<file path="src/sv/csvt_pkg.sv">
// Shared types, constants and helper functions for the CSV byte tokenizer.
`default_nettype none
package csvt_pkg;

   localparam int MAX_COLUMNS = 256;
   localparam int CNT_W       = $clog2(MAX_COLUMNS + 1);
   localparam int QDEPTH      = 4;
   localparam int QPTR_W      = $clog2(QDEPTH);
   localparam int QCNT_W      = $clog2(QDEPTH + 1);

   localparam logic [7:0] CH_QUOTE    = 8'h22;
   localparam logic [7:0] CH_CR       = 8'h0D;
   localparam logic [7:0] CH_LF       = 8'h0A;
   localparam logic [7:0] DELIM_RESET = 8'h2C;

   typedef struct packed {
      logic [7:0]       out_byte;
      logic             byte_valid;
      logic             field_end;
      logic             row_end;
      logic             header_row;
      logic [CNT_W-1:0] column_count;
      logic             column_mismatch;
      logic             empty_input;
   } rec_type;

   // one queue entry: all results of one item (one or two)
   typedef struct packed {
      logic    two;
      rec_type r0;
      rec_type r1;
   } entry_type;

   typedef struct packed {
      logic             in_quotes;
      logic             quote_pending;
      logic             line_started;
      logic [CNT_W-1:0] field_counter;
   } line_type;

   typedef struct packed {
      line_type s;
      logic     emit;
      rec_type  r;
   } take_type;

   function automatic logic [CNT_W-1:0] sat_inc(logic [CNT_W-1:0] v);
      return (v >= CNT_W'(MAX_COLUMNS)) ? CNT_W'(MAX_COLUMNS) : v + CNT_W'(1);
   endfunction

   // ordinary byte: anything but a newline or an arriving carriage return, plus a held carriage return
   function automatic take_type take_byte(line_type s, logic [7:0] b,
                                          logic [7:0] delim, logic hdr_seen);
      take_type t;
      logic     done;
      t = '0;
      t.s = s;
      t.s.line_started = 1'b1;
      t.r.header_row = !hdr_seen;
      done = 1'b0;
      if (s.quote_pending) begin
         t.s.quote_pending = 1'b0;
         if (b == CH_QUOTE) begin
            t.emit = 1'b1;
            t.r.out_byte = CH_QUOTE;
            t.r.byte_valid = 1'b1;
            done = 1'b1;
         end else begin
            t.s.in_quotes = 1'b0;
         end
      end
      if (!done) begin
         if (b == CH_QUOTE) begin
            if (t.s.in_quotes) begin
               t.s.quote_pending = 1'b1;
            end else begin
               t.s.in_quotes = 1'b1;
            end
         end else if (b == delim && !t.s.in_quotes) begin
            t.emit = 1'b1;
            t.r.field_end = 1'b1;
            t.s.field_counter = sat_inc(s.field_counter);
         end else begin
            t.emit = 1'b1;
            t.r.out_byte = b;
            t.r.byte_valid = 1'b1;
         end
      end
      return t;
   endfunction

endpackage
`default_nettype wire

</file>
<file path="src/sv/csvt_front.sv">
// Front end: accepts bytes, runs the quote/line state and builds result entries.
`default_nettype none
module csvt_front (
   input  wire logic                clock,
   input  wire logic                reset,
   input  wire logic                csr_valid,
   output logic                     csr_ready,
   input  wire logic [7:0]          csr_delimiter,
   input  wire logic                req_valid,
   output logic                     req_stall,
   input  wire logic [7:0]          req_data_byte,
   input  wire logic                req_end_of_input,
   input  wire logic                q_full,
   output logic                     q_push,
   output csvt_pkg::entry_type      q_entry
);

   logic [7:0]                  delimiter_ff;
   csvt_pkg::line_type          line_ff, line_in;
   logic                        cr_pending_ff, cr_pending_in;
   logic                        header_seen_ff, header_seen_in;
   logic [csvt_pkg::CNT_W-1:0]  header_columns_ff, header_columns_in;

   logic                        accept;
   logic                        emit_in;
   csvt_pkg::entry_type         entry_in;

   assign csr_ready = 1'b1;
   assign req_stall = q_full;
   assign accept    = req_valid && !q_full;
   assign q_push    = accept && emit_in;
   assign q_entry   = entry_in;

   always_comb begin
      csvt_pkg::take_type         t0;
      csvt_pkg::take_type         t1;
      csvt_pkg::line_type         st;
      csvt_pkg::rec_type          fin;
      logic [csvt_pkg::CNT_W-1:0] cnt;
      logic                       has_line;
      logic                       fin_emit;

      t0 = '0;
      t1 = '0;
      st = line_ff;
      fin_emit = 1'b0;
      has_line = 1'b0;
      line_in = line_ff;
      cr_pending_in = cr_pending_ff;
      header_seen_in = header_seen_ff;
      header_columns_in = header_columns_ff;
      entry_in = '0;

      cnt = csvt_pkg::sat_inc(line_ff.field_counter);
      fin = '0;
      fin.field_end = 1'b1;
      fin.row_end = 1'b1;
      fin.header_row = !header_seen_ff;
      fin.column_count = cnt;
      fin.column_mismatch = header_seen_ff && (cnt != header_columns_ff);

      if (req_end_of_input) begin
         has_line = header_seen_ff ? line_ff.line_started
                                   : (line_ff.line_started || cr_pending_ff);
         if (!header_seen_ff && !has_line) begin
            fin_emit = 1'b1;
            entry_in.r0.empty_input = 1'b1;
         end else if (has_line) begin
            fin_emit = 1'b1;
            entry_in.r0 = fin;
         end
         line_in = '0;
         cr_pending_in = 1'b0;
         header_seen_in = 1'b0;
         header_columns_in = '0;
      end else if (req_data_byte == csvt_pkg::CH_LF) begin
         if (!header_seen_ff || line_ff.line_started) begin
            fin_emit = 1'b1;
            entry_in.r0 = fin;
            if (!header_seen_ff) begin
               header_seen_in = 1'b1;
               header_columns_in = cnt;
            end
         end
         line_in = '0;
         cr_pending_in = 1'b0;
      end else begin
         if (cr_pending_ff) begin
            t0 = csvt_pkg::take_byte(st, csvt_pkg::CH_CR, delimiter_ff, header_seen_ff);
            st = t0.s;
            cr_pending_in = 1'b0;
         end
         if (req_data_byte == csvt_pkg::CH_CR) begin
            if (st.quote_pending) begin
               st.quote_pending = 1'b0;
               st.in_quotes = 1'b0;
            end
            cr_pending_in = 1'b1;
         end else begin
            t1 = csvt_pkg::take_byte(st, req_data_byte, delimiter_ff, header_seen_ff);
            st = t1.s;
         end
         line_in = st;
         if (t0.emit) begin
            entry_in.r0 = t0.r;
            if (t1.emit) begin
               entry_in.r1 = t1.r;
               entry_in.two = 1'b1;
            end
         end else if (t1.emit) begin
            entry_in.r0 = t1.r;
         end
      end
      emit_in = fin_emit || t0.emit || t1.emit;
   end

   always_ff @(posedge clock) begin
      if (reset) begin
         delimiter_ff <= csvt_pkg::DELIM_RESET;
         line_ff <= '0;
         cr_pending_ff <= 1'b0;
         header_seen_ff <= 1'b0;
         header_columns_ff <= '0;
      end else begin
         if (csr_valid) begin
            delimiter_ff <= csr_delimiter;
         end
         if (accept) begin
            line_ff <= line_in;
            cr_pending_ff <= cr_pending_in;
            header_seen_ff <= header_seen_in;
            header_columns_ff <= header_columns_in;
         end
      end
   end

endmodule
`default_nettype wire

</file>
<file path="src/sv/csvt_queue.sv">
// Small register queue of result entries between front and back.
`default_nettype none
module csvt_queue (
   input  wire logic                clock,
   input  wire logic                reset,
   input  wire logic                push,
   input  wire csvt_pkg::entry_type push_entry,
   output logic                     full,
   input  wire logic                pop,
   output logic                     not_empty,
   output csvt_pkg::entry_type      head
);

   csvt_pkg::entry_type              mem_ff [csvt_pkg::QDEPTH];
   logic [csvt_pkg::QPTR_W-1:0]      wr_ptr_ff, wr_ptr_in;
   logic [csvt_pkg::QPTR_W-1:0]      rd_ptr_ff, rd_ptr_in;
   logic [csvt_pkg::QCNT_W-1:0]      count_ff, count_in;
   logic                             do_pop;

   assign full      = (count_ff == csvt_pkg::QCNT_W'(csvt_pkg::QDEPTH));
   assign not_empty = (count_ff != '0);
   assign head      = mem_ff[rd_ptr_ff];
   assign do_pop    = pop && not_empty;

   always_comb begin
      wr_ptr_in = wr_ptr_ff;
      rd_ptr_in = rd_ptr_ff;
      count_in = count_ff;
      if (push) begin
         wr_ptr_in = (wr_ptr_ff == csvt_pkg::QPTR_W'(csvt_pkg::QDEPTH - 1)) ? '0
                     : wr_ptr_ff + csvt_pkg::QPTR_W'(1);
      end
      if (do_pop) begin
         rd_ptr_in = (rd_ptr_ff == csvt_pkg::QPTR_W'(csvt_pkg::QDEPTH - 1)) ? '0
                     : rd_ptr_ff + csvt_pkg::QPTR_W'(1);
      end
      if (push && !do_pop) begin
         count_in = count_ff + csvt_pkg::QCNT_W'(1);
      end else if (!push && do_pop) begin
         count_in = count_ff - csvt_pkg::QCNT_W'(1);
      end
   end

   always_ff @(posedge clock) begin
      if (push) begin
         mem_ff[wr_ptr_ff] <= push_entry;
      end
   end

   always_ff @(posedge clock) begin
      if (reset) begin
         wr_ptr_ff <= '0;
         rd_ptr_ff <= '0;
         count_ff <= '0;
      end else begin
         wr_ptr_ff <= wr_ptr_in;
         rd_ptr_ff <= rd_ptr_in;
         count_ff <= count_in;
      end
   end

   a_count_bound: assert property (@(posedge clock) disable iff (reset)
      count_ff <= csvt_pkg::QCNT_W'(csvt_pkg::QDEPTH))
      else $error("queue count beyond depth");

   a_no_overflow: assert property (@(posedge clock) disable iff (reset)
      !(push && full))
      else $error("push into full queue");

endmodule
`default_nettype wire

</file>
<file path="src/sv/csvt_back.sv">
// Back end: drains queue entries to the output register, one result per unstalled cycle.
`default_nettype none
module csvt_back (
   input  wire logic                clock,
   input  wire logic                reset,
   input  wire logic                q_not_empty,
   input  wire csvt_pkg::entry_type q_head,
   output logic                     q_pop,
   output logic                     rsp_valid,
   input  wire logic                rsp_stall,
   output csvt_pkg::rec_type        rsp_rec,
   output logic                     rsp_last
);

   logic                 valid_ff, valid_in;
   csvt_pkg::rec_type    out_ff, out_in;
   logic                 last_ff, last_in;
   logic                 hold_valid_ff, hold_valid_in;
   csvt_pkg::rec_type    hold_ff, hold_in;
   logic                 free;

   assign free      = !valid_ff || !rsp_stall;
   assign rsp_valid = valid_ff;
   assign rsp_rec   = out_ff;
   assign rsp_last  = last_ff;

   always_comb begin
      valid_in = valid_ff;
      out_in = out_ff;
      last_in = last_ff;
      hold_valid_in = hold_valid_ff;
      hold_in = hold_ff;
      q_pop = 1'b0;
      if (free) begin
         if (hold_valid_ff) begin
            valid_in = 1'b1;
            out_in = hold_ff;
            last_in = 1'b1;
            hold_valid_in = 1'b0;
         end else if (q_not_empty) begin
            q_pop = 1'b1;
            valid_in = 1'b1;
            out_in = q_head.r0;
            last_in = !q_head.two;
            hold_valid_in = q_head.two;
            hold_in = q_head.r1;
         end else begin
            valid_in = 1'b0;
         end
      end
   end

   always_ff @(posedge clock) begin
      if (reset) begin
         valid_ff <= 1'b0;
         hold_valid_ff <= 1'b0;
      end else begin
         valid_ff <= valid_in;
         hold_valid_ff <= hold_valid_in;
      end
      out_ff <= out_in;
      last_ff <= last_in;
      hold_ff <= hold_in;
   end

   a_hold_needs_out: assert property (@(posedge clock) disable iff (reset)
      hold_valid_ff |-> valid_ff)
      else $error("second result held without first on output");

   a_not_last_has_hold: assert property (@(posedge clock) disable iff (reset)
      (valid_ff && !last_ff) |-> hold_valid_ff)
      else $error("non-final result without a following one");

endmodule
`default_nettype wire

</file>
<file path="src/sv/csv_byte_tokenizer.sv">
// Top level of the CSV byte tokenizer.
// Takes one text byte (or an end-of-input mark) per cycle and emits content
// bytes with field-end and row-end marks, header/row field counts and a
// mismatch flag. An item is taken every cycle while the four-entry result
// queue has room. Most items give zero or one result; a held carriage return
// followed by a byte other than a newline, carriage return or quote gives two,
// and the output register drains one result per cycle while not stalled.
// The delimiter register resets to ','.
`default_nettype none
module csv_byte_tokenizer (
   input  wire logic                         clock,
   input  wire logic                         reset,
   input  wire logic                         csr_valid,
   output logic                              csr_ready,
   input  wire logic [7:0]                   csr_delimiter,
   input  wire logic                         req_valid,
   output logic                              req_stall,
   input  wire logic [7:0]                   req_data_byte,
   input  wire logic                         req_end_of_input,
   output logic                              rsp_valid,
   input  wire logic                         rsp_stall,
   output logic [7:0]                        rsp_out_byte,
   output logic                              rsp_byte_valid,
   output logic                              rsp_field_end,
   output logic                              rsp_row_end,
   output logic                              rsp_header_row,
   output logic [csvt_pkg::CNT_W-1:0]        rsp_column_count,
   output logic                              rsp_column_mismatch,
   output logic                              rsp_empty_input,
   output logic                              rsp_last_result
);

   logic                   q_full;
   logic                   q_push;
   logic                   q_pop;
   logic                   q_not_empty;
   csvt_pkg::entry_type    q_entry;
   csvt_pkg::entry_type    q_head;
   csvt_pkg::rec_type      rec;

   csvt_front u_front (
      .clock            (clock),
      .reset            (reset),
      .csr_valid        (csr_valid),
      .csr_ready        (csr_ready),
      .csr_delimiter    (csr_delimiter),
      .req_valid        (req_valid),
      .req_stall        (req_stall),
      .req_data_byte    (req_data_byte),
      .req_end_of_input (req_end_of_input),
      .q_full           (q_full),
      .q_push           (q_push),
      .q_entry          (q_entry)
   );

   csvt_queue u_queue (
      .clock      (clock),
      .reset      (reset),
      .push       (q_push),
      .push_entry (q_entry),
      .full       (q_full),
      .pop        (q_pop),
      .not_empty  (q_not_empty),
      .head       (q_head)
   );

   csvt_back u_back (
      .clock       (clock),
      .reset       (reset),
      .q_not_empty (q_not_empty),
      .q_head      (q_head),
      .q_pop       (q_pop),
      .rsp_valid   (rsp_valid),
      .rsp_stall   (rsp_stall),
      .rsp_rec     (rec),
      .rsp_last    (rsp_last_result)
   );

   assign rsp_out_byte        = rec.out_byte;
   assign rsp_byte_valid      = rec.byte_valid;
   assign rsp_field_end       = rec.field_end;
   assign rsp_row_end         = rec.row_end;
   assign rsp_header_row      = rec.header_row;
   assign rsp_column_count    = rec.column_count;
   assign rsp_column_mismatch = rec.column_mismatch;
   assign rsp_empty_input     = rec.empty_input;

endmodule
`default_nettype wire

</file>
<file path="config.mk">
export PLATFORM = sky130hd
export DESIGN_NAME = csv_byte_tokenizer
export DESIGN_NICKNAME = d
export VERILOG_FILES = /design/src/sv/csvt_pkg.sv /design/src/sv/csvt_front.sv /design/src/sv/csvt_queue.sv /design/src/sv/csvt_back.sv /design/src/sv/csv_byte_tokenizer.sv
export SDC_FILE = /design/constraint.sdc
export NUM_CORES = 1
export LEC_CHECK = 0
export BUFFER_PORTS_ARGS = -buffer_cell sky130_fd_sc_hd__buf_2
export CORE_ASPECT_RATIO = 0.75
export CORE_MARGIN = 2
export CORE_UTILIZATION = 48
export CTS_BUF_LIST = sky130_fd_sc_hd__clkbuf_4 sky130_fd_sc_hd__clkbuf_8 sky130_fd_sc_hd__clkbuf_16
export CTS_CLUSTER_SIZE = 14
export DETAILED_ROUTE_END_ITERATION = 8
export GPL_TIMING_DRIVEN = 0
export PLACE_DENSITY = 0.72
export SYNTH_ARGS = -nofsm -noshare
export SYNTH_HDL_FRONTEND = slang
export SYNTH_SLANG_ARGS = --single-unit
</file>
<file path="constraint.sdc">
create_clock -name clock -period 3.6 [get_ports clock]
set_input_delay 0.18 -clock clock [delete_from_list [all_inputs] [get_ports clock]]
set_output_delay 0.18 -clock clock [all_outputs]
set_load 0.1 [all_outputs]
</file>
; Yosys cells after proc, flatten, opt, wreduce, memory -nomap -nowiden
; Memories as Yosys holds them, arrays and structs flattened. A register that Yosys moved wholly into a read port is not among the register bits.
; Index checks and enable logic that the tools add are counted.
[op_classes]
bitwise = 1
div = 0
n_shift = 0
n_lt_le_gt_ge = 2
muxes = 95
addsub = 6
n_eq_ne = 11
n_mul = 0
n_reduce_logical = 34
[ops]
columns = cell, n
row1 = $mux W24, 10
row2 = $mux W23, 9
row3 = $mux W9, 9
row4 = $mux W12, 5
row5 = $mux W20, 2
row6 = $mux W1, 35
row7 = $mux W2, 16
row8 = $mux W10, 3
row9 = $mux W14, 2
row10 = $add A9 B1 Y9 const B, 2
row11 = $ge A9 B9 Y1 const B, 2
row12 = $eq A8 B4 Y1 const B, 2
row13 = $mux W13, 1
row14 = $logic_not A1 Y1, 10
row15 = $logic_and A1 B1 Y1, 9
row16 = $ne A9 B9 Y1, 1
row17 = $eq A4 B8 Y1 const A, 1
row18 = $eq A8 B6 Y1 const B, 1
row19 = $eq A8 B8 Y1, 1
row20 = $reduce_bool A2 Y1, 4
row21 = $mux W3, 2
row22 = $reduce_and A3 Y1, 2
row23 = $logic_or A1 B1 Y1, 5
row24 = $mux W5, 1
row25 = other kinds (11), 14
[word_totals]
romBits = 0
register_bits = 87
latchBits = 0
word_cells = 180
n_memories = 1
ram_bits = 188
[memory_table]
columns = name, words, width, read_ports, rd_clocked_by_memory_dff, write_ports, line_no
row1 = u_queue.mem_ff, 4, 47, 1, 1, 1, csvt_queue.sv:14  ; csvt_pkg::entry_type mem_ff [csvt_pkg::QDEPTH];

; Longest topological paths before layout
[logic_depth]
ltp_word = 31
depth_mapped = 14
depth_no_buf = 13

; Cells and area by module
; A second synthesis with hierarchy kept.
[unflattened]
cells_unflattened = 707
area_unflattened_um2 = 11693.7
[by_module_without_submodules]
columns = mod, n_inst, cells_per_inst, area_per_inst_um2
row1 = csvt_queue, 1, 289, 7255.7
row2 = csvt_front, 1, 334, 2547.4
row3 = csvt_back, 1, 84, 1890.6

; Least setup slack after synthesis
; OpenSTA, ideal clock, no wires.
[synth_timing]
kind = flip-flop to flip-flop
startpoint = register u_queue.count_ff[0] (netlist name)
endpoint = register u_queue.count_ff[2] (netlist name)
required_ps = 3529
arrival_time_ps = 4168
setup_slack_ps = -639
synth_period_minus_slack_ps = 4239
stages_incl_launch_ff = 10
setup_ps = 71
cell_sequence = dfxtp_1 -> nor3b_1 -> nand2b_1 -> a311oi_1 -> ha_1 -> inv_1 -> fa_1 -> xor2_1 -> or3_1 -> a21oi_1
[synth_between]
elab_cells_between_ends = 18
[synth_rtl]
columns = element, line_no
row1 = "start, declared", csvt_queue.sv:17  ; logic [csvt_pkg::QCNT_W-1:0] count_ff, count_in;
row2 = "start signal, assigned", csvt_queue.sv:58  ; count_ff <= count_in;
row3 = $eq A3 B3 Y1 (*), csvt_queue.sv:20  ; assign full = (count_ff == csvt_pkg::QCNT_W'(csvt_pkg::QDEPTH));
row4 = net req_stall, csv_byte_tokenizer.sv:17  ; output logic req_stall,
row5 = $logic_not A1 Y1 (*), csvt_front.sv:30  ; assign accept = req_valid && !q_full;
row6 = $logic_and A1 B1 Y1 (*), csvt_front.sv:30
row7 = $logic_and A1 B1 Y1 (*), csvt_front.sv:31  ; assign q_push = accept && emit_in;
row8 = net q_push, csv_byte_tokenizer.sv:34  ; logic q_push;
row9 = $logic_not A1 Y1, csvt_queue.sv:39  ; end else if (!push && do_pop) begin
row10 = $logic_and A1 B1 Y1, csvt_queue.sv:39
row11 = $reduce_bool A2 Y1 (no source line), -
; The timed path passes the listed nets; every way through them passes the cells marked *. The select of a mux whose other input is x is not followed.
; A chain may end at the register's enable or synchronous reset.

; Final worst setup path
[layout_timing]
startpoint = register u_front.delimiter_ff[4]
endpoint = register u_front.line_ff[8] (netlist name)
[layout_between]
elab_chain_cells = 14
elab_cells_between_ends = 17
[layout_rtl]
columns = element, line_no
row1 = "start, declared", csvt_front.sv:18  ; logic [7:0] delimiter_ff;
row2 = "start signal, assigned", csvt_front.sv:119  ; delimiter_ff <= csvt_pkg::DELIM_RESET;
row3 = "start signal, assigned", csvt_front.sv:126  ; delimiter_ff <= csr_delimiter;
row4 = $eq A4 B8 Y1, csvt_pkg.sv:79  ; end else if (b == delim && !t.s.in_quotes) begin
row5 = $logic_and A1 B1 Y1, csvt_pkg.sv:79
row6 = $mux W9, csvt_pkg.sv:79
row7 = $mux W12, csvt_front.sv:88  ; if (cr_pending_ff) begin
row8 = $mux W12, csvt_front.sv:76  ; end else if (req_data_byte == csvt_pkg::CH_LF) begin
row9 = $mux W12, csvt_front.sv:62  ; if (req_end_of_input) begin
row10 = $add A9 B1 Y9 / $ge A9 B9 Y1 (equally long branches), csvt_pkg.sv:48  ; return (v >= CNT_W'(MAX_COLUMNS)) ? CNT_W'(MAX_COLUMNS) : v + CNT_W'(1);
row11 = $mux W9, csvt_pkg.sv:48
row12 = $mux W9, csvt_pkg.sv:79
row13 = $mux W20, csvt_pkg.sv:73  ; if (b == CH_QUOTE) begin
row14 = $mux W20, csvt_pkg.sv:72  ; if (!done) begin
row15 = $mux W10 (*), csvt_front.sv:93  ; if (req_data_byte == csvt_pkg::CH_CR) begin
row16 = $mux W12 (*), csvt_front.sv:76
row17 = $mux W12 (*), csvt_front.sv:62
row18 = "end signal, assigned", csvt_front.sv:129  ; line_ff <= line_in;
row19 = "end, declared", csvt_front.sv:19  ; csvt_pkg::line_type line_ff, line_in;
; Mark *: on every way between the ends. The rest lies on a longest branch, timed or not. The select of a mux whose other input is x is not followed.

==> flow_summary.toml <==
[place]
io_buffer_count = 45
dp_hpwl_um = 13270
placedInstanceArea_um2 = 9878
gp_congestion = 0.8549
placedCellCount = 919

[yosys]
yosys.area.top_type = "edfxtp_1"
ys_seq_area_share_pct = 66.12
avgSynthCellArea_um2 = 14.82
synth_top_cell_area_share_pct = 57.00
synth_warnings = 0
synth.cell_area_um2 = 9219
synthCells = 622
async_reset_ff_share_pct = 0
synth_edf_count = 175
synth_area_leaders = "edfxtp_1, dfxtp_1, mux4_2, nor2_1, nor2b_1"
synth_nets = 655
ys_types = 55
synth-seq-cells = 217
synth_flop_cell = "edfxtp_1"

[clock_network]
cts.sinks = 217
numCtsBuffers = 23
cts_root_buf = "clkbuf_16"
clk_latency_ns = 0.52
htreeDepth = 1
clkTransAtPathRegs_ns = 0.06
max-clock-path-buffers = 3
cts_tree = "built"

[final_layout]
syn2layout_area_growth_pct = 16.46
multi_input_area_um2 = 2982
finalNetCount = 739
seq_area_um2 = 6096
fin_area_um2 = 10740
fin_util_pct = 57.51
antennaDiodeCount = 0
drive_gt1_share_pct = 21.16
fill_cells = 1426
instances_no_fill = 970

[hold_path]
hp-class = "input pin to register"
holdCritStartpoint = "csr_valid"
hold_depth = 3

[grt]
grt_pass1_vias = 5617
grt_max_degree = 25
gr-total-overflow = 0
grt_pass1_wl_um = 31140
antenna_found_initial = 0
gr-usage-all-layers_pct = 20.28

[pwr]
power_density_nw_per_um2 = 787.8
leakage_nw = 3.663
vdd_ir_drop_max_uv = 528.2
power.total_mw = 8.458

[route]
wl_per_cell_um = 20.29
vias_per_cell = 5.822
drtPass1Iterations = 5
wl_met2_um = 9123
drt_iter0_drc = 465
drt-met1-wl_um = 8914
drcViolationCount = 0
finalWirelength_um = 19690
wl_met3_um = 1183
ant_nets = 0
vias = 5647
maxUsedRoutingLayer = "met4"

[floorplanning]
die_area_um2 = 20340
die_w_um = 164.0
io_pins = 49
initial_utilization_pct = 49.38
fp.coreArea_um2 = 18670
fp-row-count = 43
die_h_um = 124.0

[critical_path]
cp-startpoint = "u_front.delimiter_ff[4]"
startpoint_type = "register"
end_kind = "register"
cp.required_ns = 4.04
arrival_ns = 3.88
cpMostUsedCell = "ha_1"
slowest_stage = "or4_4"
path_max_fanout = 10
rr_worst_depth = 12
r2r-start = "u_front.delimiter_ff[4]"
crit_type = "register to register"
cp_cell_sequence = "or4_4, nor4_4, clkbuf_4, mux2_2, ha_1, o2111ai_1, and2_1, or4_1, ha_1, nand3_1, a32oi_1, nor2_1"
max_stage_delay_ns = 0.57

[sta]
slew_headroom_pct = 35.10
clock-skew-final_ns = 0.02234
grt_setup_unrepaired = "false"
min_period_over_period_pct = 95.65
maxSlewViolCount = 0
fmax_mhz = 290.4
worstMarginPinSlew_ns = 0.9669
setup_violations = 0
whs_ns = 0.02222
fin_crit_ns = 3.443
finalHoldViolCount = 0

[job]
max-cap-violations = 0

[status]
status = "complete, no violations"
==> cells in the final DEF, fill, tap and decap left out, types with 16 or more instances in the layout <==
cell type  count
mux4_2        35
dfxtp_1       42
nor2_1        52
nor2b_1       29
a21oi_1       22
clkbuf_1      23
buf_2         46
edfxtp_1     175
and2_1        16
clkbuf_16     23
==> metrics by stage <==
stage	setup TNS (ns)	setup slack, ns
4_1_cts	0	0.01392
3_5_place_dp	0	0.04622
6_report	0	0.1568
5_1_grt	0	0.02209
3_3_place_gp	-50.92	-0.3826
2_1_floorplan	0	0.4123
==> synth_stat cells, drive strengths merged, types with 4 or more instances <==
library cell  count
nand2            15
a211o             5
a31oi             5
nor2             52
edfxtp          175
nor2b            29
nand3             8
nand2b            4
inv              15
a211oi            6
and2             20
buf               8
clkbuf           24
nor4              7
mux2i            14
o21ai            15
xor2              7
nand4             7
mux2             14
nor3             13
mux4             35
a21oi            23
a22oi             9
xnor2            14
ha               10
dfxtp            42
or3               6
or4               7
==> critical path: cells and delay by family (launching register included) <==
family	cells	cell delay [ns]
simple gates	6	1.81
compound gates	2	0.28
fa+ha+maj	2	0.44
flops	1	0.34
mux	1	0.21
buf+inv	1	0.32
==> final timing paths <==
| check | end | slack, ns |
|---|---|---|
| worst max-delay path | u_front.line_ff[8] | 0.16 |
| worst min-delay path | u_front.delimiter_ff[2] | 0.02 |
| worst max register to register | u_front.line_ff[8] | 0.16 |
| worst min register to register | u_front.header_columns_ff[8] | 0.48 |
==> what timing repair did <==
| item | 4_1_cts | 5_1_grt |
|---|---|---|
| gates resized for setup | 0 | 5 |
| hold endpoints to repair | 9 | 0 |
| hold buffers | 9 | 0 |
| endpoints found under the setup margin | 0 | 5 |
| setup buffers | 0 | 0 |
==> layer usage <==
layer / GRT usage [%] / vias up
li1: - / 2565
met3: 2.897 / 39
met5: 0 / -
met4: 6.195 / 0
met2: 32.48 / 198
met1: 29.19 / 2845
==> where the power goes <==
| group | leakage, nW | switching, mW | internal (mW) | total (mW) |
|---|---|---|---|---|
| sequential | 1.97 | 0.130 | 3.27 | 3.40 |
| clock | 0.370 | 0.948 | 1.36 | 2.31 |
| combinational | 1.32 | 1.97 | 0.779 | 2.75 |
| total | 3.66 | 3.05 | 5.41 | 8.46 |
==> state kept, by name (all words and copies together), names as in the netlist, 2 cells and up, named ones only <==
name,count
u_queue.mem_ff,140
u_back.rsp_rec,23
u_front.line_ff,12
u_back.hold_ff,11
u_front.header_columns_ff,9
u_front.delimiter_ff,8
u_queue.count_ff,3
u_queue.rd_ptr_ff,2
u_queue.wr_ptr_ff,2
==> final cells by class <==
| type | instances | area share [%] |
|---|---|---|
| Clock buffer | 28 | 5.710 |
| Clock inverter | 14 | 1.212 |
| Tap cell | 247 | 2.878 |
| Buffer | 32 | 1.270 |
| Timing Repair Buffer | 59 | 3.857 |
| Inverter | 15 | 0.5244 |
| Multi-Input combinational cell | 358 | 27.77 |
| Sequential cell | 217 | 56.78 |
==> cell families after synthesis <==
logic type	synth area share, %
compound gates	6.053
xor+xnor	1.995
fa+ha+maj	1.574
buf+inv	1.982
flops	66.12
mux	11.78
other cells	0.04068
simple gates	10.45
(Power assumes the default switching activity.)
